File: src/sv/tpt_pkg.sv
// Package for the trapezoid position tracker core.
// Holds the controller/datapath command and status types and fixed constants.
// Depends on nothing.
package tpt_pkg;

    // Register indexes of the configuration port.
    localparam logic [2:0] REG_TRAVEL_SPEED = 3'd0;
    localparam logic [2:0] REG_ACCEL_LIMIT  = 3'd1;
    localparam logic [2:0] REG_TRACK_GAIN   = 3'd2;
    localparam logic [2:0] REG_ERPM_SCALE   = 3'd3;
    localparam logic [2:0] REG_MAX_ERPM     = 3'd4;
    localparam logic [2:0] REG_TOLERANCE    = 3'd5;

    // Register reset values.
    localparam logic [9:0]  RST_TRAVEL_SPEED = 10'd50;
    localparam logic [13:0] RST_ACCEL_LIMIT  = 14'd80;
    localparam logic [15:0] RST_TRACK_GAIN   = 16'd672;
    localparam logic [15:0] RST_ERPM_SCALE   = 16'd100;
    localparam logic [14:0] RST_MAX_ERPM     = 15'd20000;
    localparam logic [6:0]  RST_TOLERANCE    = 7'd1;

    // Shared divider: dividend and divisor widths.
    localparam int DIV_W = 36;
    localparam int DVS_W = 16;

    // Payload widths of the stream ports.
    localparam int S_DATA_W = 56;
    localparam int S_USER_W = 2;
    localparam int M_DATA_W = 72;

    // Datapath operations issued by the controller.
    typedef enum logic [4:0] {
        OP_NONE,
        OP_LOAD,
        OP_CHECK,
        OP_SEED_DIV,
        OP_SEED,
        OP_SQUARE,
        OP_STOP_DIV,
        OP_STOP,
        OP_SDIV_DIV,
        OP_SDIV,
        OP_STEP_DIV,
        OP_STEP,
        OP_SPEED,
        OP_POS_DIV,
        OP_POS,
        OP_MUL,
        OP_REQ,
        OP_OUT
    } tpt_op_t;

    typedef struct packed {
        tpt_op_t op;
    } tpt_cmd_t;

    typedef struct packed {
        logic func;
        logic fb_ok;
        logic at_rest;
        logic div_done;
        logic div_busy;
    } tpt_status_t;

endpackage

File: src/sv/tpt_ctrl.sv
// Controller of the tracker: sequences the datapath operations for one item
// and owns the stream handshakes. Depends on tpt_pkg.
module tpt_ctrl (
    input  logic                  aclk,
    input  logic                  aresetn,
    input  logic                  s_tvalid,
    output logic                  s_tready,
    output logic                  m_tvalid,
    input  logic                  m_tready,
    input  tpt_pkg::tpt_status_t  status,
    output tpt_pkg::tpt_cmd_t     cmd
);
    import tpt_pkg::*;

    typedef enum logic [4:0] {
        ST_IDLE,
        ST_DISPATCH,
        ST_SEED_GO,
        ST_SEED_WAIT,
        ST_CHECK,
        ST_SQUARE,
        ST_STOP_GO,
        ST_STOP_WAIT,
        ST_SDIV_GO,
        ST_SDIV_WAIT,
        ST_STEP_GO,
        ST_STEP_WAIT,
        ST_SPEED,
        ST_POS_GO,
        ST_POS_WAIT,
        ST_MUL,
        ST_REQ,
        ST_OUT
    } state_t;

    state_t state_reg;
    logic   m_tvalid_reg;
    logic   out_free;
    logic   in_wait;

    assign s_tready = (state_reg == ST_IDLE);
    assign m_tvalid = m_tvalid_reg;
    assign out_free = !m_tvalid_reg || m_tready;
    assign in_wait  = (state_reg == ST_SEED_WAIT) || (state_reg == ST_STOP_WAIT)
                      || (state_reg == ST_SDIV_WAIT) || (state_reg == ST_STEP_WAIT)
                      || (state_reg == ST_POS_WAIT);

    always_comb begin
        cmd.op = OP_NONE;
        unique case (state_reg)
            ST_IDLE:      if (s_tvalid) cmd.op = OP_LOAD;
            ST_SEED_GO:   cmd.op = OP_SEED_DIV;
            ST_SEED_WAIT: if (status.div_done) cmd.op = OP_SEED;
            ST_CHECK:     cmd.op = OP_CHECK;
            ST_SQUARE:    cmd.op = OP_SQUARE;
            ST_STOP_GO:   cmd.op = OP_STOP_DIV;
            ST_STOP_WAIT: if (status.div_done) cmd.op = OP_STOP;
            ST_SDIV_GO:   cmd.op = OP_SDIV_DIV;
            ST_SDIV_WAIT: if (status.div_done) cmd.op = OP_SDIV;
            ST_STEP_GO:   cmd.op = OP_STEP_DIV;
            ST_STEP_WAIT: if (status.div_done) cmd.op = OP_STEP;
            ST_SPEED:     cmd.op = OP_SPEED;
            ST_POS_GO:    cmd.op = OP_POS_DIV;
            ST_POS_WAIT:  if (status.div_done) cmd.op = OP_POS;
            ST_MUL:       cmd.op = OP_MUL;
            ST_REQ:       cmd.op = OP_REQ;
            ST_OUT:       if (out_free) cmd.op = OP_OUT;
            default:      cmd.op = OP_NONE;
        endcase
    end

    always_ff @(posedge aclk) begin
        if (!aresetn) begin
            state_reg    <= ST_IDLE;
            m_tvalid_reg <= 1'b0;
        end else begin
            if ((state_reg == ST_OUT) && out_free)
                m_tvalid_reg <= 1'b1;
            else if (m_tready)
                m_tvalid_reg <= 1'b0;
            unique case (state_reg)
                ST_IDLE:     if (s_tvalid) state_reg <= ST_DISPATCH;
                ST_DISPATCH: begin
                    if (status.func)
                        state_reg <= ST_SEED_GO;
                    else if (!status.fb_ok)
                        state_reg <= ST_OUT;
                    else
                        state_reg <= ST_CHECK;
                end
                ST_SEED_GO:   state_reg <= ST_SEED_WAIT;
                ST_SEED_WAIT: if (status.div_done) state_reg <= ST_OUT;
                ST_CHECK:     state_reg <= status.at_rest ? ST_OUT : ST_SQUARE;
                ST_SQUARE:    state_reg <= ST_STOP_GO;
                ST_STOP_GO:   state_reg <= ST_STOP_WAIT;
                ST_STOP_WAIT: if (status.div_done) state_reg <= ST_SDIV_GO;
                ST_SDIV_GO:   state_reg <= ST_SDIV_WAIT;
                ST_SDIV_WAIT: if (status.div_done) state_reg <= ST_STEP_GO;
                ST_STEP_GO:   state_reg <= ST_STEP_WAIT;
                ST_STEP_WAIT: if (status.div_done) state_reg <= ST_SPEED;
                ST_SPEED:     state_reg <= ST_POS_GO;
                ST_POS_GO:    state_reg <= ST_POS_WAIT;
                ST_POS_WAIT:  if (status.div_done) state_reg <= ST_MUL;
                ST_MUL:       state_reg <= ST_REQ;
                ST_REQ:       state_reg <= ST_OUT;
                ST_OUT: begin
                    if (out_free)
                        state_reg <= ST_IDLE;
                end
                default: state_reg <= ST_IDLE;
            endcase
        end
    end

    // Only one item is in work at a time.
    a_one_item: assert property (@(posedge aclk) disable iff (!aresetn)
        (s_tvalid && s_tready) |=> !s_tready)
        else $error("second item accepted while one is in work");

    // While waiting for a quotient the divider must actually be running.
    a_div_wait: assert property (@(posedge aclk) disable iff (!aresetn)
        (in_wait && !status.div_done) |-> status.div_busy)
        else $error("waiting on an idle divider");

    // A new result beat is only raised from the output state.
    a_out_src: assert property (@(posedge aclk) disable iff (!aresetn)
        $rose(m_tvalid) |-> $past(state_reg) == ST_OUT)
        else $error("result beat raised outside the output state");

endmodule

File: config.mk
export PLATFORM = sky130hd
export DESIGN_NAME = tpt_ctrl
export DESIGN_NICKNAME = d
export VERILOG_FILES = /design/src/sv/tpt_pkg.sv /design/src/sv/tpt_ctrl.sv
export SDC_FILE = /design/constraint.sdc
export NUM_CORES = 1
export LEC_CHECK = 0
export ABC_AREA = 1
export BUFFER_PORTS_ARGS = -buffer_cell sky130_fd_sc_hd__buf_4
export CAP_MARGIN = 20
export CELL_PAD_IN_SITES_DETAIL_PLACEMENT = 0
export CELL_PAD_IN_SITES_GLOBAL_PLACEMENT = 1
export CORE_MARGIN = 2
export CORE_UTILIZATION = 33
export DETAILED_ROUTE_END_ITERATION = 7
export PLACE_DENSITY = 0.78
export SLEW_MARGIN = 10
export SYNTH_ARGS = -nofsm -noshare
export SYNTH_HDL_FRONTEND = slang
export SYNTH_SLANG_ARGS = --single-unit
export TNS_END_PERCENT = 10
File: constraint.sdc
create_clock -name aclk -period 1.4 [get_ports aclk]
set_input_delay 0.28 -clock aclk [delete_from_list [all_inputs] [get_ports aclk]]
set_output_delay 0.28 -clock aclk [all_outputs]
set_load 0.01 [all_outputs]
# ---- After elaboration in Yosys (flattened, before gate mapping)
# Cells that the tools add are included.
dict set report totals {
  in_bits 9
  wordCells 53
  output_inout_bits 7
  reg_bits 6
}
dict set report op_classes {
  n_eq_ne 24
  reduce_logical 6
  n_mux 21
}
# cell count
set op_table {}
lappend op_table {{$pmux W5 S18} 1}
lappend op_table {{$pmux W5 S17} 1}
lappend op_table {{$mux W5} 11}
lappend op_table {{$eq A5 B4 Y1 const B} 8}
lappend op_table {{$eq A5 B3 Y1 const B} 4}
lappend op_table {{$ne A2 B2 Y1 const B} 7}
lappend op_table {{$mux W4} 3}
lappend op_table {{$eq A5 B2 Y1 const B} 2}
lappend op_table {{$eq A5 B5 Y1 const B} 2}
lappend op_table {{$reduce_and A7 Y1} 1}
lappend op_table {{$mux W3} 2}
lappend op_table {{$eq A5 B1 Y1 const B} 1}
lappend op_table {{$logic_not A5 Y1} 1}
lappend op_table {{$mux W1} 3}
lappend op_table {{$reduce_bool A2 Y1} 1}
lappend op_table {{$logic_and A1 B1 Y1} 1}
lappend op_table {{$logic_not A1 Y1} 1}
lappend op_table {{$logic_or A1 B1 Y1} 1}

# ---- Longest topological paths before layout
dict set report logic_depth {
  depth_word 4
  mapped_depth 11
  depth_no_buf 10
}

# ---- Worst setup path after synthesis
# No wires, ideal clock.
dict set report synth_path {
  path_kind {register to output}
  startpoint {reg state_reg[0]}
  endpoint {out cmd[4] (netlist bit)}
  path_slack_ps 21
  stages_incl_launch_ff 5
  n_path_buf 0
  required_time_ps 1120
  t_arrival_ps 1099
  cell_sequence {dfxtp_1 -> inv_2 -> nor2_2 -> nand3_1 -> o21ai_0}
}
# element line
set synth_lines {}
lappend synth_lines {{from (decl)} tpt_ctrl.sv:36} ;# state_t state_reg;
lappend synth_lines {{from (signal assigned)} tpt_ctrl.sv:93} ;# ST_CHECK: state_reg <= status.at_rest ? ST_OUT : ST_SQUARE;
lappend synth_lines {{to (decl)} tpt_ctrl.sv:11} ;# output tpt_pkg::tpt_cmd_t cmd

==> flow_metrics.py <==
metrics = {
    "sta": {
        "worstMarginPinSlew_ns": 0.205,
        "max_slew_margin": 0.863,
        "min_period_ns": 1.68,
        "drv_slew": 0,
        "finalSetupViolCount": 10,
        "period_share": 1.20,
        "tns_ns": -1.38,
        "finalHoldViolations": 0,
        "fin_skew_ns": 0.00135,
        "max_freq_mhz": 595,
        "rsz0062_at_grt": "true",
        "worst_slack_ns": -0.281,
    },
    "cts": {
        "cts.sinks": 6,
        "htree_levels": 1,
        "cts.clk_slew.worst_paths_ns": 0.04,
        "cts_root_buffer": "clkbuf_4",
        "cts_tree": "yes",
        "hold_buffers": 0,
        "cts_max_path_buffers": 2,
        "clkLatencyLatePin_ns": 0.24,
        "cts_buffers": 3,
    },
    "status": {
        "outcome": "finished, violations left",
        "violations": "setup timing",
    },
    "route": {
        "drt_wl_total_microns": 2340,
        "drt-initial-drc-count": 35,
        "postRouteAntennaNets": 0,
        "vias_per_cell": 4.96,
        "wl_per_cell_microns": 11.3,
        "firstDrtPassIters": 4,
        "drcViolationCount": 0,
        "vias": 1021,
    },
    "power_and_ir_drop": {
        "p_clk_frac": 0.105,
        "p_per_area_nw_per_um2": 1260,
        "p_switching_uw": 661,
        "internal_power_uw": 790,
        "vdd_drop_max_mv": 0.977,
        "seqPwrFrac": 0.200,
        "p_leak_uw": 0.000610,
        "sw_frac_of_total": 0.455,
        "pwr-share-comb": 0.694,
    },
    "floorplan": {
        "core-area_sq_um": 1980,
        "initial_core_util": 0.351,
        "die_x_microns": 49.9,
        "fp.dieH_microns": 49.9,
        "rows": 16,
        "die-area_sq_um": 2490,
        "ioPinCount": 16,
    },
    "grt": {
        "grt_max_degree": 9,
        "grt_antenna_before_repair": 0,
        "grt_pass1_vias": 969,
        "grt_pass1_wl_microns": 4000,
        "track_usage": 0.205,
        "overflow": 0,
    },
    "finish": {
        "fin_util": 0.581,
        "largest_reg_flops": 5,
        "synthToLayoutAreaGrowth_pct": 65.5,
        "nets": 190,
        "antennaDiodeCount": 0,
        "drive_gt1_frac": 0.419,
        "fillers": 191,
    },
    "logic_synthesis": {
        "synth_top_cell_by_area": "nand2_1",
        "synth.most_common_cell": "nand2_1",
        "synth.cell_area_sq_um": 696,
        "ys_ff_latch": 6,
        "synth_top_cells_by_area": "nand2_1, dfxtp_1, nand3_1",
        "syn-num-nets": 144,
        "synth_enable_flop_cells": 0,
        "yosys-top-cells-count": "nand2_1, nor2_1, nand3_1",
        "syn_inst": 135,
        "yosysUniqueCellTypes": 17,
        "synth_ff_type": "dfxtp_1",
        "yosysWarnings": 0,
        "avgSynthCellArea_sq_um": 5.15,
        "synthArstFlopShare": 0,
        "ys_seq_area_frac": 0.173,
        "yosys.area.top_type_share": 0.210,
    },
    "job": {
        "cap_violations": 0,
    },
    "placement": {
        "routabilityCongestion": 0.927,
        "io_buffers": 14,
        "dp_hpwl_microns": 1870,
    },
    "worst_setup_path": {
        "critPathKind": "reg -> out",
        "path_max_fanout": 6,
        "critical_path.endpoint_type": "output port",
        "critPathRequiredTime_ns": 1.12,
        "startpoint_type": "register",
        "cp.arrival_ns": 1.40,
    },
    "min_path": {
        "hp-class": "in -> reg",
    },
}
## metrics by stage
step / hold WS [ns] / cells / setup slack [ns] / instance area [sq um] / total power, uW
after global routing: 0.358 / 206 / -0.357 / 1150 / 1580
final: 0.324 / 206 / -0.281 / 1150 / 1450
after detailed placement: 0.549 / 201 / -0.179 / 1030 / 1180
after floorplan: 0.463 / 135 / 0.0210 / 696 / 742
after CTS: 0.323 / 204 / -0.281 / 1110 / 1390
after global placement: 0.546 / 201 / -0.135 / 1030 / 1170
## per-layer routing
layer,vias up,global-route usage,part of all wire
li1,527,-,-
met1,464,0.253,0.44
met3,4,0.0182,0.034
met5,-,0,0
met4,0,0.0833,0.016
met2,26,0.360,0.51
## power groups by stage
stage          logic [uW]  registers, uW  clock network [uW]
4_1_cts               960            272                 161
2_1_floorplan         484            258                   0
5_1_grt              1120            294                 171
3_3_place_gp          906            262                   0
3_5_place_dp          915            263                   0
6_report             1010            291                 153
## timing repair
item	CTS	global route
setup endpoints to repair	11	11
buffers inserted	0	2
resized for setup	21	6
pin swaps	4	1
## area by class of cell
| cell class | count | area, sq um | share of cell area |
|---|---|---|---|
| inverter | 17 | 63.8 | 0.0554 |
| sequential | 6 | 136 | 0.118 |
| tap | 27 | 33.8 | 0.0293 |
| clock buffer | 3 | 22.5 | 0.0196 |
| timing repair buffer | 43 | 330 | 0.287 |
| multi-input combinational | 110 | 564 | 0.490 |
## cell families after synthesis
kind of cell	synth area share
compound gates	0.130
flops	0.173
buf+inv	0.106
simple gates	0.592
## worst paths after layout
kind / start / end / slack (ns) / depth (start not counted)
worst max-delay path: state_reg[1]$_SDFFE_PN0P_ / cmd[3] / -0.28 / 7
worst min-delay path: aresetn / state_reg[4]$_SDFFE_PN0P_ / 0.32 / 3
worst max register to register: state_reg[1]$_SDFFE_PN0P_ / state_reg[4]$_SDFFE_PN0P_ / -0.02 / 10
worst min register to register: state_reg[0]$_SDFFE_PN0P_ / state_reg[0]$_SDFFE_PN0P_ / 0.53 / 2
## critical path, stage by stage (launching register included)
cell and delay, ns:
dfxtp_4 0.40, nand2_2 0.10, nor2_4 0.16, nand2_1 0.12
o21ai_2 0.09, nor2_1 0.07, o2111ai_1 0.07, buf_4 0.15
## cell usage in the layout (no fill, tap or decap), types with 3 or more instances in the layout
cell	instances
buf_4	41
nand2_1	37
nor2_1	24
nand3_1	16
inv_1	11
a21oi_1	7
nor2_4	6
inv_2	6
nand2_2	4
dfxtp_4	4
nand3_2	3
clkbuf_4	3
Power figures use the tool's default switching activity.
